$ cat src/rtl/core/eil4hp_pkg.sv
package eil4hp_pkg;

  localparam logic [15:0] ETH_TYPE_IPV4 = 16'h0800;
  localparam logic [15:0] ETH_TYPE_IPV6 = 16'h86DD;

  localparam logic [7:0] PROTO_TCP = 8'd6;
  localparam logic [7:0] PROTO_UDP = 8'd17;

  // byte positions inside the frame
  localparam logic [7:0] ETH_HDR_BYTES = 8'd14;
  localparam logic [7:0] IP6_HDR_BYTES = 8'd40;
  localparam logic [7:0] UDP_HDR_BYTES = 8'd8;
  localparam logic [7:0] TCP_OFFS_BYTE = 8'd12;
  localparam logic [7:0] POS_ETYPE_HI  = 8'd12;
  localparam logic [7:0] POS_ETYPE_LO  = 8'd13;
  localparam logic [7:0] POS_V4_IHL    = 8'd14;
  localparam logic [7:0] POS_V4_LEN_HI = 8'd16;
  localparam logic [7:0] POS_V4_LEN_LO = 8'd17;
  localparam logic [7:0] POS_V4_PROTO  = 8'd23;
  localparam logic [7:0] POS_V6_LEN_HI = 8'd18;
  localparam logic [7:0] POS_V6_LEN_LO = 8'd19;
  localparam logic [7:0] POS_V6_NXT    = 8'd20;

  // shortest frames that still carry the fields in use
  localparam logic [7:0] MIN_V4_SIZE = 8'd24;
  localparam logic [7:0] MIN_V6_SIZE = 8'd21;

  localparam logic       NET_IPV4 = 1'b0;
  localparam logic       NET_IPV6 = 1'b1;

  localparam logic [1:0] XPORT_TCP   = 2'd0;
  localparam logic [1:0] XPORT_UDP   = 2'd1;
  localparam logic [1:0] XPORT_OTHER = 2'd2;

  localparam int unsigned QUEUE_DEPTH = 2;

  // header fields of one finished frame, as captured by the front end
  typedef struct packed {
    logic [7:0]  size;        // frame size, saturated at 255
    logic [15:0] ether_kind;
    logic [3:0]  ihl;
    logic [15:0] ip_len;
    logic [7:0]  proto;
    logic [3:0]  tcp_words;
    logic        tcp_seen;
  } frame_sum_t;

  typedef struct packed {
    logic        accepted;
    logic        net_kind;
    logic [1:0]  transport_kind;
    logic [7:0]  transport_proto;
    logic [7:0]  payload_offset;
    logic [15:0] payload_length;
  } verdict_t;

endpackage

$ cat src/rtl/core/eil4hp_front.sv
module eil4hp_front #(
  parameter int unsigned MaxFrame = 4096
) (
  input  logic                   clk_i,
  input  logic                   rst_ni,
  input  logic                   byte_valid_i,
  output logic                   byte_ready_o,
  input  logic [7:0]             data_byte_i,
  input  logic                   last_byte_i,
  output logic                   sum_valid_o,
  input  logic                   sum_ready_i,
  output eil4hp_pkg::frame_sum_t sum_o
);
  import eil4hp_pkg::*;

  localparam int unsigned PosW = $clog2(MaxFrame);
  localparam logic [PosW-1:0] PosMax = PosW'(MaxFrame - 1);

  logic [PosW-1:0] pos_q, pos_d;
  logic [15:0]     ek_q, ek_d;
  logic [3:0]      ihl_q, ihl_d;
  logic [15:0]     len_q, len_d;
  logic [7:0]      proto_q, proto_d;
  logic [3:0]      tcpw_q, tcpw_d;
  logic            seen_q, seen_d;

  logic            take;
  logic            cap;
  logic            is_v4, is_v6, past_eth;
  logic [7:0]      xport_start;
  logic [PosW-1:0] tcp_pos;

  function automatic logic at_pos(logic [PosW-1:0] p, logic [7:0] where);
    return 32'(p) == 32'(where);
  endfunction

  assign byte_ready_o = sum_ready_i;
  assign take         = byte_valid_i && sum_ready_i;
  assign cap          = pos_q != PosMax;

  always_comb begin
    ek_d    = ek_q;
    ihl_d   = ihl_q;
    len_d   = len_q;
    proto_d = proto_q;
    tcpw_d  = tcpw_q;
    seen_d  = seen_q;
    pos_d   = cap ? pos_q + PosW'(1) : pos_q;

    if (cap) begin
      if (at_pos(pos_q, POS_ETYPE_HI)) begin
        ek_d = {data_byte_i, 8'h00};
      end else if (at_pos(pos_q, POS_ETYPE_LO)) begin
        ek_d = ek_q | {8'h00, data_byte_i};
      end
    end

    is_v4    = ek_d == ETH_TYPE_IPV4;
    is_v6    = ek_d == ETH_TYPE_IPV6;
    past_eth = 32'(pos_q) >= 32'(ETH_HDR_BYTES);

    if (cap && past_eth) begin
      if (is_v4) begin
        if (at_pos(pos_q, POS_V4_IHL)) begin
          ihl_d = data_byte_i[3:0];
        end else if (at_pos(pos_q, POS_V4_LEN_HI)) begin
          len_d = {data_byte_i, 8'h00};
        end else if (at_pos(pos_q, POS_V4_LEN_LO)) begin
          len_d = len_q | {8'h00, data_byte_i};
        end else if (at_pos(pos_q, POS_V4_PROTO)) begin
          proto_d = data_byte_i;
        end
      end else if (is_v6) begin
        if (at_pos(pos_q, POS_V6_LEN_HI)) begin
          len_d = {data_byte_i, 8'h00};
        end else if (at_pos(pos_q, POS_V6_LEN_LO)) begin
          len_d = len_q | {8'h00, data_byte_i};
        end else if (at_pos(pos_q, POS_V6_NXT)) begin
          proto_d = data_byte_i;
        end
      end
    end

    xport_start = is_v4 ? ETH_HDR_BYTES + {2'b00, ihl_d, 2'b00}
                        : ETH_HDR_BYTES + IP6_HDR_BYTES;
    tcp_pos     = PosW'(xport_start + TCP_OFFS_BYTE);

    // capture the TCP data offset nibble
    if (cap && (is_v4 || is_v6) && proto_d == PROTO_TCP && pos_q == tcp_pos &&
        32'(pos_q) > 32'(POS_V4_PROTO)) begin
      tcpw_d = data_byte_i[7:4];
      seen_d = 1'b1;
    end
  end

  always_comb begin
    sum_o.size       = (32'(pos_d) > 32'd255) ? 8'hFF : 8'(pos_d);
    sum_o.ether_kind = ek_d;
    sum_o.ihl        = ihl_d;
    sum_o.ip_len     = len_d;
    sum_o.proto      = proto_d;
    sum_o.tcp_words  = tcpw_d;
    sum_o.tcp_seen   = seen_d;
  end

  assign sum_valid_o = take && last_byte_i;

  always_ff @(posedge clk_i or negedge rst_ni) begin
    if (!rst_ni) begin
      pos_q   <= '0;
      ek_q    <= '0;
      ihl_q   <= '0;
      len_q   <= '0;
      proto_q <= '0;
      tcpw_q  <= '0;
      seen_q  <= 1'b0;
    end else if (take) begin
      if (last_byte_i) begin
        // frame done: start the next one from scratch
        pos_q   <= '0;
        ek_q    <= '0;
        ihl_q   <= '0;
        len_q   <= '0;
        proto_q <= '0;
        tcpw_q  <= '0;
        seen_q  <= 1'b0;
      end else begin
        pos_q   <= pos_d;
        ek_q    <= ek_d;
        ihl_q   <= ihl_d;
        len_q   <= len_d;
        proto_q <= proto_d;
        tcpw_q  <= tcpw_d;
        seen_q  <= seen_d;
      end
    end
  end

endmodule

$ cat src/rtl/core/eil4hp_queue.sv
module eil4hp_queue (
  input  logic                   clk_i,
  input  logic                   rst_ni,
  input  logic                   push_i,
  input  eil4hp_pkg::frame_sum_t push_data_i,
  output logic                   not_full_o,
  input  logic                   pop_i,
  output logic                   not_empty_o,
  output eil4hp_pkg::frame_sum_t head_o
);
  import eil4hp_pkg::*;

  localparam int unsigned PtrW = $clog2(QUEUE_DEPTH);

  frame_sum_t          mem_q [QUEUE_DEPTH];
  logic [PtrW-1:0]     wr_q, rd_q;
  logic [PtrW:0]       cnt_q;
  logic                do_push, do_pop;

  assign not_full_o  = 32'(cnt_q) != QUEUE_DEPTH;
  assign not_empty_o = cnt_q != '0;
  assign head_o      = mem_q[rd_q];
  assign do_push     = push_i && not_full_o;
  assign do_pop      = pop_i && not_empty_o;

  always_ff @(posedge clk_i) begin
    if (do_push) begin
      mem_q[wr_q] <= push_data_i;
    end
  end

  always_ff @(posedge clk_i or negedge rst_ni) begin
    if (!rst_ni) begin
      wr_q  <= '0;
      rd_q  <= '0;
      cnt_q <= '0;
    end else begin
      if (do_push) begin
        wr_q <= (32'(wr_q) == QUEUE_DEPTH - 1) ? '0 : wr_q + PtrW'(1);
      end
      if (do_pop) begin
        rd_q <= (32'(rd_q) == QUEUE_DEPTH - 1) ? '0 : rd_q + PtrW'(1);
      end
      if (do_push && !do_pop) begin
        cnt_q <= cnt_q + (PtrW+1)'(1);
      end else if (do_pop && !do_push) begin
        cnt_q <= cnt_q - (PtrW+1)'(1);
      end
    end
  end

endmodule

$ cat src/rtl/core/eil4hp_back.sv
module eil4hp_back (
  input  logic                   clk_i,
  input  logic                   rst_ni,
  input  logic                   sum_valid_i,
  output logic                   sum_pop_o,
  input  eil4hp_pkg::frame_sum_t sum_i,
  output logic                   out_valid_o,
  input  logic                   out_ready_i,
  output eil4hp_pkg::verdict_t   verdict_o
);
  import eil4hp_pkg::*;

  logic        valid_q;
  verdict_t    verdict_q;
  verdict_t    verdict_d;
  logic        load;
  logic        ok;
  logic        is_v4, is_v6;
  logic [7:0]  xport_start;
  logic [7:0]  off;
  logic [15:0] translen;
  logic [15:0] plen;
  logic [1:0]  kind;
  logic [15:0] tcp_bytes;

  assign load      = sum_valid_i && (!valid_q || out_ready_i);
  assign sum_pop_o = load;

  always_comb begin
    is_v4     = sum_i.ether_kind == ETH_TYPE_IPV4;
    is_v6     = sum_i.ether_kind == ETH_TYPE_IPV6;
    tcp_bytes = {10'b0, sum_i.tcp_words, 2'b00};

    priority if (sum_i.size < ETH_HDR_BYTES) begin
      ok = 1'b0;
    end else if (is_v4) begin
      ok = sum_i.size >= MIN_V4_SIZE;
    end else if (is_v6) begin
      ok = sum_i.size >= MIN_V6_SIZE;
    end else begin
      ok = 1'b0;
    end

    xport_start = is_v4 ? ETH_HDR_BYTES + {2'b00, sum_i.ihl, 2'b00}
                        : ETH_HDR_BYTES + IP6_HDR_BYTES;
    translen    = is_v6 ? sum_i.ip_len
                        : sum_i.ip_len - {10'b0, sum_i.ihl, 2'b00};

    priority if (sum_i.proto == PROTO_TCP) begin
      kind = XPORT_TCP;
      off  = xport_start + {2'b00, sum_i.tcp_words, 2'b00};
      plen = translen - tcp_bytes;
      if (!sum_i.tcp_seen) begin
        ok = 1'b0;
      end
    end else if (sum_i.proto == PROTO_UDP) begin
      kind = XPORT_UDP;
      off  = xport_start + UDP_HDR_BYTES;
      plen = translen - {8'h00, UDP_HDR_BYTES};
    end else begin
      kind = XPORT_OTHER;
      off  = xport_start;
      plen = '0;
    end

    if (off > sum_i.size) begin
      ok = 1'b0;
    end

    // a rejected frame reports all fields as zero
    if (ok) begin
      verdict_d.accepted        = 1'b1;
      verdict_d.net_kind        = is_v6 ? NET_IPV6 : NET_IPV4;
      verdict_d.transport_kind  = kind;
      verdict_d.transport_proto = sum_i.proto;
      verdict_d.payload_offset  = off;
      verdict_d.payload_length  = plen;
    end else begin
      verdict_d = '0;
    end
  end

  always_ff @(posedge clk_i) begin
    if (load) begin
      verdict_q <= verdict_d;
    end
  end

  always_ff @(posedge clk_i or negedge rst_ni) begin
    if (!rst_ni) begin
      valid_q <= 1'b0;
    end else if (load) begin
      valid_q <= 1'b1;
    end else if (out_ready_i) begin
      valid_q <= 1'b0;
    end
  end

  assign out_valid_o = valid_q;
  assign verdict_o   = verdict_q;

endmodule

$ cat src/rtl/core/ethernet_ip_l4_header_parser_core.sv
// Ethernet / IPv4 / IPv6 / TCP / UDP header parser.
// Input stream: one frame byte per transfer on s_axis_tdata, starting at the
// destination address, with s_axis_tlast on the final byte of the frame.
// Output stream: one verdict per frame on m_axis_*: accepted flag, protocol
// byte, layer-7 payload offset and unsigned payload length in tdata, network
// and transport kind in tuser. A rejected frame gives an all-zero verdict.
// Throughput: one byte per cycle while the queue has room; frames may follow
// back to back, and one-byte frames still give one verdict per cycle while
// the receiver is ready. The verdict of a frame passes through the two-entry
// queue between capture and verdict and then one register stage to m_axis_*.
// Frame size counts up to MaxFrame - 1; later bytes pass uncaptured.
// Reset clears the capture state, empties the queue and clears the output
// valid flag; the block is ready for bytes as soon as reset is released.
// When the receiver stalls, up to two finished frames wait in the queue and
// one in the output register; s_axis_tready falls only once the queue is full.
module ethernet_ip_l4_header_parser_core #(
  parameter int unsigned MaxFrame = 4096
) (
  input  logic        clk_i,
  input  logic        rst_ni,
  input  logic        s_axis_tvalid,
  output logic        s_axis_tready,
  input  logic [7:0]  s_axis_tdata,  // [7:0] data_byte
  input  logic        s_axis_tlast,  // last_byte
  output logic        m_axis_tvalid,
  input  logic        m_axis_tready,
  // [0] accepted, [8:1] transport_proto, [16:9] payload_offset,
  // [32:17] payload_length, [39:33] zero
  output logic [39:0] m_axis_tdata,
  output logic [2:0]  m_axis_tuser   // [0] net_kind, [2:1] transport_kind
);
  import eil4hp_pkg::*;

  logic       sum_push;
  frame_sum_t sum_in;
  logic       q_not_full;
  logic       q_not_empty;
  logic       q_pop;
  frame_sum_t q_head;
  verdict_t   verdict;

  eil4hp_front #(
    .MaxFrame(MaxFrame)
  ) u_front (
    .clk_i       (clk_i),
    .rst_ni      (rst_ni),
    .byte_valid_i(s_axis_tvalid),
    .byte_ready_o(s_axis_tready),
    .data_byte_i (s_axis_tdata),
    .last_byte_i (s_axis_tlast),
    .sum_valid_o (sum_push),
    .sum_ready_i (q_not_full),
    .sum_o       (sum_in)
  );

  eil4hp_queue u_queue (
    .clk_i      (clk_i),
    .rst_ni     (rst_ni),
    .push_i     (sum_push),
    .push_data_i(sum_in),
    .not_full_o (q_not_full),
    .pop_i      (q_pop),
    .not_empty_o(q_not_empty),
    .head_o     (q_head)
  );

  eil4hp_back u_back (
    .clk_i      (clk_i),
    .rst_ni     (rst_ni),
    .sum_valid_i(q_not_empty),
    .sum_pop_o  (q_pop),
    .sum_i      (q_head),
    .out_valid_o(m_axis_tvalid),
    .out_ready_i(m_axis_tready),
    .verdict_o  (verdict)
  );

  assign m_axis_tdata = {7'b0, verdict.payload_length, verdict.payload_offset,
                         verdict.transport_proto, verdict.accepted};
  assign m_axis_tuser = {verdict.transport_kind, verdict.net_kind};

endmodule

$ cat config.mk
export PLATFORM = sky130hd
export DESIGN_NAME = ethernet_ip_l4_header_parser_core
export DESIGN_NICKNAME = d
export VERILOG_FILES = /design/src/rtl/core/eil4hp_pkg.sv /design/src/rtl/core/eil4hp_front.sv /design/src/rtl/core/eil4hp_queue.sv /design/src/rtl/core/eil4hp_back.sv /design/src/rtl/core/ethernet_ip_l4_header_parser_core.sv
export SDC_FILE = /design/constraint.sdc
export NUM_CORES = 1
export LEC_CHECK = 0
export ABC_CLOCK_PERIOD_IN_PS = 16550
export BUFFER_PORTS_ARGS = -buffer_cell sky130_fd_sc_hd__buf_4
export CAP_MARGIN = 10
export CORE_ASPECT_RATIO = 1.4
export CORE_MARGIN = 4
export CORE_UTILIZATION = 67
export CTS_CLUSTER_DIAMETER = 50
export DETAILED_ROUTE_END_ITERATION = 12
export GPL_TIMING_DRIVEN = 0
export PLACE_DENSITY = 0.86
export SKIP_LAST_GASP = 1
export SLEW_MARGIN = 0
export SYNTH_ARGS = -nofsm -noshare
export SYNTH_HDL_FRONTEND = slang
export SYNTH_SLANG_ARGS = --single-unit
$ cat constraint.sdc
create_clock -name clk_i -period 16.55 [get_ports clk_i]
set_clock_uncertainty 0.1 [all_clocks]
set_input_delay 3.31 -clock clk_i [delete_from_list [all_inputs] [get_ports clk_i]]
set_output_delay 3.31 -clock clk_i [all_outputs]
set_load 0.01 [all_outputs]
==> metrics.cfg, run 1 <==
[worst_hold_path]
min-delay-start=u_front.ek_q[7]
hp-class=flip-flop to flip-flop
min_to=u_front.ek_q[7]
whs_path_depth=2

[status]
status=completed

[sta]
max_freq_mhz=126
tns_ns=0
final_hold_viol_count=0
maxSlewViolCount=0
worst_pin_slew_ns=0.949
timing.final.crit_share_pct=47.8
finalSetupViolCount=0
rsz0062_at_grt=false
period_minus_slack_ns=7.92
relSlewSlack_pct=36.7
hold_ws_ns=0.378

[setup_path]
reg2reg_to=u_back.verdict_o[11]
worst_setup_path_start_kind=flip-flop
worst_ep_required_time_ns=16.80
worst-setup-path-type=flip-flop to flip-flop
crit_start=u_queue.rd_q
critPathMaxFanout=10
cp.arrival_ns=8.17
r2r_cells=22
timing.reg2reg.setup_slack_ns=8.63
rr_startpoint=u_queue.rd_q
cp-end-kind=flip-flop

[grt]
overflow=0
grt_usage_pct=30.4
grt_use_met3_pct=5.06
use_met1_pct=34.6
grt_pass1_vias=9082
antenna_found_initial=0
grt_pass1_wl_um=46900
grtUsageMet2_pct=53.0
grt_max_degree=67
grt.busiest_layer=met2

[drt]
routedWlPerCell_um=21.2
drt-pass1-iter-count=5
routed_wl_um=29300
drt_iter0_drc=1103
drc_errors=0
dr_total_vias=9024
postRouteAntennaNets=0
viasPerCell=6.52

[cells_and_area]
area_growth_syn_to_layout_pct=12.3
drive_gt1_share_pct=12.7
nets=1180
antennaDiodeCount=0
instances_no_fill=1384
final_util_pct=77.4

[floorplan]
rows=56
ios=58
die_y_um=164
start_util_pct=68.9
core_region_area_um2=16900
die_area_um2=19600
die_x_um=119

[placed_design]
port_buffers=45
gp_congestion=0.978
dp_hpwl_um=21200
placed_cells=1345

[clock_network]
cts_buffers=21
cts_resized=0
cts_tree=done
clockRootBuffer=clkbuf_16
cts_setup_buffers=0
insertion_delay_ns=0.51
ctsHoldBuffers=0
htree_levels=1
cts_sinks=215
cts_buffer_depth=3
clkSlewWorstSetupHoldPaths_ns=0.07

[yosys]
yosysSeqAreaShare_pct=52.6
syn_area_um2=11600
synthArstFlopShare_pct=30.7
postSynthAreaPerCell_um2=11.0
ys_ff_latch=215
synth_flop_cell=edfxtp_1
yosysUniqueCellTypes=82
postSynthCellCount=1058
ys_warn_count=0
synth_edf_count=149

[power_and_ir_drop]
peakVddDrop_mv=0.120
leakage_nw=5.25
power.density_nw_per_um2=138

[flow_run]
maxCapViolCount=0

[how the worst max path moves through the flow]
stage / end / slack [ns] / cells after the start
after floorplan: u_queue.mem_q[0][1] / 9.50 / 15
after global placement: u_queue.mem_q[0][48] / 8.32 / 5
after detailed placement: u_queue.mem_q[0][2] / 8.61 / 16
after CTS: u_back.verdict_o[11] / 8.73 / 22
after global routing: u_back.verdict_o[11] / 8.37 / 24
final: u_back.verdict_o[11] / 8.63 / 22
[state kept, by name (all words and copies together) (netlist names)]
signal	count
u_queue.wr_q	1
u_front.ihl_q	4
u_back.verdict_o	35
u_front.len_q	16
u_queue.cnt_q	2
u_front.ek_q	16
u_front.tcpw_q	4
u_front.pos_q	12
u_front.proto_q	8
u_front.seen_q	1
u_queue.mem_q	114
u_back.out_valid_o	1
u_queue.rd_q	1
[power by group]
group | internal [W] | switching (W) | total, W
registers | 0.000662 | 0.0000347 | 0.000697
clock network | 0.000274 | 0.000206 | 0.000480
logic | 0.000245 | 0.000383 | 0.000628
total | 0.00118 | 0.000624 | 0.00181
[per-layer routing]
layer / share of wire (%) / up-vias
met4: 7.0 / 0
li1: - / 4079
met3: 7.7 / 143
met1: 36 / 4297
met2: 50 / 505
met5: 0 / -
[final cells by class]
class	instances	area (um2)
flip-flops and latches	215	6130
multi-input cells	758	5160
fillers	1088	3820
clock buffers	28	562
repair buffers	49	415
well taps	232	290
plain buffers	63	273
clock inverters	10	125
inverters	29	109
[cell families (layout without fill, tap and decap cells)]
family | count (synthesis) | count (layout) | synth area share, %
other | 1 | 8 | 0.0322
adder cells (fa/ha/maj) | 30 | 30 | 3.42
XOR/XNOR | 39 | 39 | 2.94
AO/OA/AOI/OAI | 244 | 244 | 14.5
buffers and inverters | 92 | 179 | 3.28
multiplexers | 74 | 74 | 6.87
AND/OR/NAND/NOR | 363 | 363 | 16.3
flip-flops | 215 | 215 | 52.6
[cells in the mapped netlist (15+ instances only)]
cell type | number | area [um2]
nor2_1 | 77 | 289
dfrtp_1 | 66 | 1650
a21oi_1 | 70 | 350
nor4_1 | 17 | 106
and2_1 | 17 | 106
a21o_1 | 15 | 113
ha_1 | 27 | 338
xnor2_1 | 23 | 201
edfxtp_1 | 149 | 4470
a22o_1 | 34 | 298
inv_1 | 29 | 109
clkbuf_1 | 45 | 169
nand2b_1 | 17 | 106
mux2i_1 | 44 | 440
nand2_1 | 107 | 402
nor3_1 | 15 | 75.1
o21ai_0 | 32 | 160
nand3_1 | 26 | 130
mux2_2 | 18 | 203
xor2_1 | 16 | 140
[critical path, cell delays in order (launching register included)]
cell and delay [ns]:
dfrtp_1 0.53, buf_2 0.33, buf_1 0.54, clkbuf_1 0.64, clkbuf_1 0.69, mux2i_1 0.62, inv_1 0.20, fa_1 0.50
a21o_1 0.18, a21o_1 0.17, a32oi_1 0.19, xor2_1 0.30, ha_1 0.32, a21o_1 0.19, a21oi_1 0.18, a21oi_1 0.08
a21bo_2 0.21, o2111ai_1 0.46, or3_1 0.61, clkbuf_1 0.30, a31oi_1 0.22, a21oi_1 0.06, a21oi_1 0.15
[stage by stage]
step           cell area (um2)  power [W]  setup WS [ns]
2_1_floorplan            11700    0.00114           9.50
3_3_place_gp             12300    0.00129           8.32
3_5_place_dp             12300    0.00132           8.61
4_1_cts                  13000    0.00180           8.73
5_1_grt                  13100    0.00191           8.37
6_report                 13100    0.00181           8.63
[cells in the final DEF, fill, tap and decap left out, types with 27 or more instances in the layout]
cell      count
a22o_1       34
mux2i_1      44
a21oi_1      70
nand2_1     107
ha_1         27
o21ai_0      32
inv_1        29
buf_4        53
dfrtp_1      66
edfxtp_1    149
nor2_1       76
clkbuf_1     51
Note: power is estimated with default switching activity, not from simulation.
==> run 2: changes to the inputs <==
- ABC_CLOCK_PERIOD_IN_PS: 16550 -> 7500
- CORE_UTILIZATION: 67 -> 62
- PLACE_DENSITY: 0.86 -> 0.8
- clock period: 16.55 -> 7.5 ns (I/O delays scaled with it)
==> metrics.cfg, run 2 (synthesis gave the netlist of run 1 again) <==
[status]
status=completed

[sta]
rsz0062_at_grt=false
worst_pin_slew_ns=0.969  ; +0.0197 ns
relSlewSlack_pct=35.3  ; -1.3 points
period_minus_slack_ns=6.89  ; -1.02 ns
final_hold_viol_count=0  ; unchanged
max_freq_mhz=145  ; +15%
setup_slack_ns=0.607  ; -8.03 ns
timing.final.crit_share_pct=91.9  ; +44 points
finalSetupViolCount=0  ; unchanged
maxSlewViolCount=0  ; unchanged

[cells_and_area]
final_util_pct=70.9  ; -6.5 points
nets=1181  ; +0.085%
final_common_cell=edfxtp_1
area_growth_syn_to_layout_pct=12.9
drive_gt1_share_pct=13.4  ; +0.75 points
antennaDiodeCount=0  ; unchanged
largest-register=u_queue.mem_q
largest_reg_flops=114  ; unchanged
final_cell_mix=edfxtp_1 (149), nand2_1 (107), nor2_1 (76), a21oi_1 (70), dfrtp_1 (66)

[floorplan]
core_region_area_um2=18500  ; +9.7%
ios=58  ; unchanged
start_util_pct=62.8  ; -6.1 points
die_y_um=170  ; +3.8%
rows=59  ; +5.4%
die_x_um=124  ; +3.7%
die_area_um2=21100  ; +7.6%

[clock_network]
clkSlewWorstSetupHoldPaths_ns=0.07  ; about the same
cts_buffers=23  ; +9.5%
htree_levels=1  ; unchanged
cts_resized=2  ; +2
ctsHoldBuffers=0  ; unchanged
cts_sinks=215  ; unchanged
cts_buffer_depth=3  ; unchanged
clockRootBuffer=clkbuf_16
insertion_delay_ns=0.52  ; about the same
cts_setup_buffers=0  ; unchanged
cts_tree=done

[grt]
overflow=0  ; unchanged
antenna_found_initial=0  ; unchanged
grt_usage_pct=27.8  ; -2.5 points
grt_pass1_wl_um=45700  ; -2.5%
grt_pass1_vias=8569  ; -5.6%
grt_max_degree=67  ; unchanged

[placed_design]
place_ws_ns=-0.357  ; -8.97 ns
dp_hpwl_um=20800  ; -2.2%
gp_congestion=0.942  ; -3.6%
port_buffers=45  ; unchanged

[setup_path]
cp-end-kind=flip-flop
critPathMaxFanout=19  ; +9
worst_setup_path_start_kind=flip-flop
worst-setup-path-type=flip-flop to flip-flop
worst_ep_required_time_ns=7.74  ; -9.06 ns
r2r_cells=23  ; +4.5%
cp.arrival_ns=7.14  ; -1.03 ns

[worst_hold_path]
hp-class=flip-flop to flip-flop
whs_path_depth=2  ; unchanged

[drt]
postRouteAntennaNets=0  ; unchanged
drt_iter0_drc=867  ; -21%
drc_errors=0  ; unchanged
drt-pass1-iter-count=7  ; +2
routed_wl_um=28800  ; -1.7%
dr_total_vias=8725  ; -3.3%
routed-wl-met2_um=14400  ; -0.65%
wl_met3_um=1850  ; -18%
routedWlPerCell_um=20.6  ; -2.7%
viasPerCell=6.24  ; -4.4%
wirelength_met1_um=11000  ; +5.2%
top_layer_used=met4

[power_and_ir_drop]
leakage_nw=5.29  ; +0.64%
power.density_nw_per_um2=306  ; +120%
peakVddDrop_mv=0.194  ; +62%

[flow_run]
maxCapViolCount=0  ; unchanged

## run 2: changes by cell type in the layout (fill, tap and decap cells not counted), moves of 2 or more
cell       delta
clkbuf_1      -5
clkbuf_16     +2
clkbuf_2      +2
clkinv_2      +2
## run 2: area by class of cell
type                       count  area [um2]
sequential                   215        6130
fill                        1368        5390
multi-input combinational    758        5160
clock buffer                  28         614
timing repair buffer          49         410
tap                          244         305
buffer                        62         274
clock inverter                14         133
inverter                      29         109
## run 2: metrics by stage
step / total power [W] / TNS [ns] / hold WS, ns / instances / instance area [um2]
after floorplan: 0.00251 / 0 / 0.344 / 1065 / 11700
after detailed placement: 0.00290 / -1.47 / 0.367 / 1356 / 12400
after global routing: 0.00423 / 0 / 0.418 / 1399 / 13100
after CTS: 0.00401 / 0 / 0.381 / 1398 / 13100
after global placement: 0.00286 / -1.02 / 0.359 / 1354 / 12300
final: 0.00401 / 0 / 0.382 / 1399 / 13100
## run 2: power by group
part	switching, W	internal, W
clock	0.000479	0.000629
combinational	0.000826	0.000541
sequential	0.0000761	0.00146
## run 2: worst max-delay path, stage by stage, from the launching register on
cell and delay [ns]:
dfrtp_1 0.50, clkbuf_4 0.39, clkbuf_2 0.39, mux2i_1 0.52, ha_1 0.33, nor2b_1 0.41
ha_1 0.33, a21o_1 0.17, a21oi_1 0.21, nor2b_1 0.07, o21a_1 0.16, a31oi_1 0.19
nor2_1 0.08, ha_1 0.30, nand3_1 0.11, nor4b_1 0.32, a21oi_1 0.06, a21bo_2 0.21
o2111ai_1 0.47, or3_1 0.62, clkbuf_1 0.29, a31oi_1 0.21, a21oi_1 0.06, a21oi_1 0.20
## run 2: worst paths after layout
check / from / to / slack (ns)
worst max-delay path: u_queue.rd_q / u_back.verdict_o[11] / 0.61
worst min-delay path: u_front.seen_q / u_front.seen_q / 0.38
worst max register to register: u_queue.rd_q / u_back.verdict_o[11] / 0.61
worst min register to register: u_front.seen_q / u_front.seen_q / 0.38
max in group asynchronous: rst_ni / u_front.ihl_q[0] / 5.72
min in group asynchronous: rst_ni / u_front.len_q[12] / 1.01
## run 2: layer usage
metal / global-route usage, % / up-vias
met4: 13.5 / 0
li1: - / 4087
met5: 0 / -
met2: 48.0 / 393
met1: 34.5 / 4153
met3: 3.26 / 92
==> run 3: changes to the inputs <==
- PLACE_DENSITY: 0.8 -> 0.84
==> metrics.cfg, run 3 (synthesis gave the netlist of run 1 again) <==
[status]
status=completed

[power_and_ir_drop]
power.density_nw_per_um2=304  ; -0.34%
leakage_nw=5.27  ; -0.22%
peakVddDrop_mv=0.245  ; +26%

[cells_and_area]
largest-register=u_queue.mem_q
fin_area_um2=13100  ; -0.32%
final_common_cell=edfxtp_1
area_growth_syn_to_layout_pct=12.5
drive_gt1_share_pct=13.2  ; -0.23 points
instances_no_fill=1396  ; -0.21%
nFillCells=1365  ; -0.22%
final_cell_mix=edfxtp_1 (149), nand2_1 (107), nor2_1 (76), a21oi_1 (70), dfrtp_1 (66)
antennaDiodeCount=0  ; unchanged
largest_reg_flops=114  ; unchanged
ff_latch_area_um2=6130  ; unchanged
nets=1179  ; -0.17%
multi_input_area_um2=5170  ; about the same

[floorplan]
die_y_um=170  ; unchanged
die_area_um2=21100  ; unchanged
core_region_area_um2=18500  ; unchanged
die_x_um=124  ; unchanged
ios=58  ; unchanged
rows=59  ; unchanged
start_util_pct=62.8  ; unchanged

[clock_network]
cts_tree=done
cts_sinks=215  ; unchanged
htree_levels=1  ; unchanged
clkSlewWorstSetupHoldPaths_ns=0.06  ; about the same
clockRootBuffer=clkbuf_16
cts_buffer_depth=3  ; unchanged
insertion_delay_ns=0.51  ; about the same
cts_buffers=22  ; -4.3%

[placed_design]
port_buffers=45  ; unchanged
place_ws_ns=-0.218  ; +0.138 ns
dp_hpwl_um=20500  ; -1.0%
gp_congestion=0.963  ; +2.2%
placed_cells=1356  ; unchanged
placed_cell_area_um2=12400  ; unchanged

[setup_path]
critPathMaxFanout=19  ; unchanged
cp.arrival_ns=7.12  ; -0.02 ns
worst-setup-path-type=flip-flop to flip-flop
timing.reg2reg.setup_slack_ns=0.63  ; +0.03 ns
worst_ep_required_time_ns=7.76  ; +0.02 ns
worst_setup_path_start_kind=flip-flop
cp-end-kind=flip-flop
r2r_cells=23  ; unchanged

[grt]
grt_pass1_wl_um=44900  ; -1.7%
grt_max_degree=67  ; unchanged
grt_pass1_vias=8596  ; +0.32%
overflow=0  ; unchanged
antenna_found_initial=0  ; unchanged
grt_usage_pct=27.5  ; -0.31 points

[drt]
drc_errors=0  ; unchanged
drt_iter0_drc=911  ; +5.1%
drt-pass1-iter-count=6  ; -1
routed_wl_um=28700  ; -0.26%
postRouteAntennaNets=0  ; unchanged
routedWlPerCell_um=20.6  ; about the same
dr_total_vias=8957  ; +2.7%
viasPerCell=6.42  ; +2.9%

[flow_run]
maxCapViolCount=0  ; unchanged

[worst_hold_path]
whs_path_depth=2  ; unchanged
hp-class=flip-flop to flip-flop

[sta]
max_freq_mhz=146  ; +0.39%
final_hold_viol_count=0  ; unchanged
timing.final.crit_share_pct=91.5  ; -0.36 points
setup_slack_ns=0.634  ; +0.0271 ns
rsz0062_at_grt=false
maxSlewViolCount=0  ; unchanged
worst_pin_slew_ns=1.18  ; +0.213 ns
finalSetupViolCount=0  ; unchanged
tns_ns=0  ; unchanged
relSlewSlack_pct=21.1  ; -14 points
period_minus_slack_ns=6.87  ; -0.0271 ns

[run 3: changes by cell type in the layout (fill, tap and decap cells not counted), sizes merged]
| cell | before | now |
|---|---|---|
| bufinv | 1 | 2 |
| clkbuf | 74 | 70 |
| clkinv | 6 | 9 |
| clkinvlp | 4 | 1 |
[run 3: repair_timing]
item | 4_1_cts | 5_1_grt
setup buffers | 0 | 0
hold buffers | 0 | 0
setup endpoints to repair | 9 | 11
resized for setup | 2 | 2
[run 3: cell type report]
cell class / count / area share, %
inverters: 29 / 0.831
clock buffers: 25 / 4.45
repair buffers: 48 / 2.92
plain buffers: 62 / 2.07
multi-input cells: 758 / 39.5
well taps: 244 / 2.33
flip-flops and latches: 215 / 46.8
clock inverters: 15 / 1.13
[run 3: final timing paths]
kind | from | endpoint
worst max-delay path | u_queue.rd_q | u_back.verdict_o[11]
worst min register to register | u_front.ek_q[7] | u_front.ek_q[7]
worst max register to register | u_queue.rd_q | u_back.verdict_o[11]
min in group asynchronous | rst_ni | u_front.len_q[14]
worst min-delay path | u_front.ek_q[7] | u_front.ek_q[7]
max in group asynchronous | rst_ni | u_front.ek_q[12]
[run 3: metal layers]
metal  share of wire, %  global-route usage (%)  vias up
met5                  0                       0        -
met4                6.0                    16.1        0
li1                   -                       -     4096
met1                 37                    33.1     4271
met3                7.3                    4.06      132
met2                 49                    46.7      458
[run 3: report_power, final]
part           switching [W]  internal, W
Sequential         0.0000780      0.00146
Clock               0.000462     0.000636
Combinational       0.000821     0.000525
Total                0.00136      0.00263
[run 3: worst max-delay path, stage by stage (launching register included)]
cell and delay, ns:
dfrtp_1 0.52, buf_2 0.49, clkbuf_2 0.40, mux2i_1 0.48, ha_1 0.32, nor2b_1 0.39
ha_1 0.32, a21o_1 0.17, a21oi_1 0.21, nor2b_1 0.08, o21a_1 0.17, a31oi_1 0.19
nor2_1 0.07, ha_1 0.30, nand3_1 0.11, nor4b_1 0.30, a21oi_1 0.06, a21bo_2 0.20
o2111ai_1 0.45, or3_1 0.62, clkbuf_1 0.29, a31oi_1 0.24, a21oi_1 0.07, a21oi_1 0.15
[run 3: metrics by stage]
stage | util [%] | hold WS (ns) | power [W]
2_1_floorplan | - | 0.344 | 0.00251
4_1_cts | 70.6 | 0.386 | 0.00400
3_5_place_dp | 66.7 | 0.372 | 0.00289
5_1_grt | 70.7 | 0.410 | 0.00420
6_report | 70.7 | 0.388 | 0.00399
3_3_place_gp | 66.4 | 0.357 | 0.00285
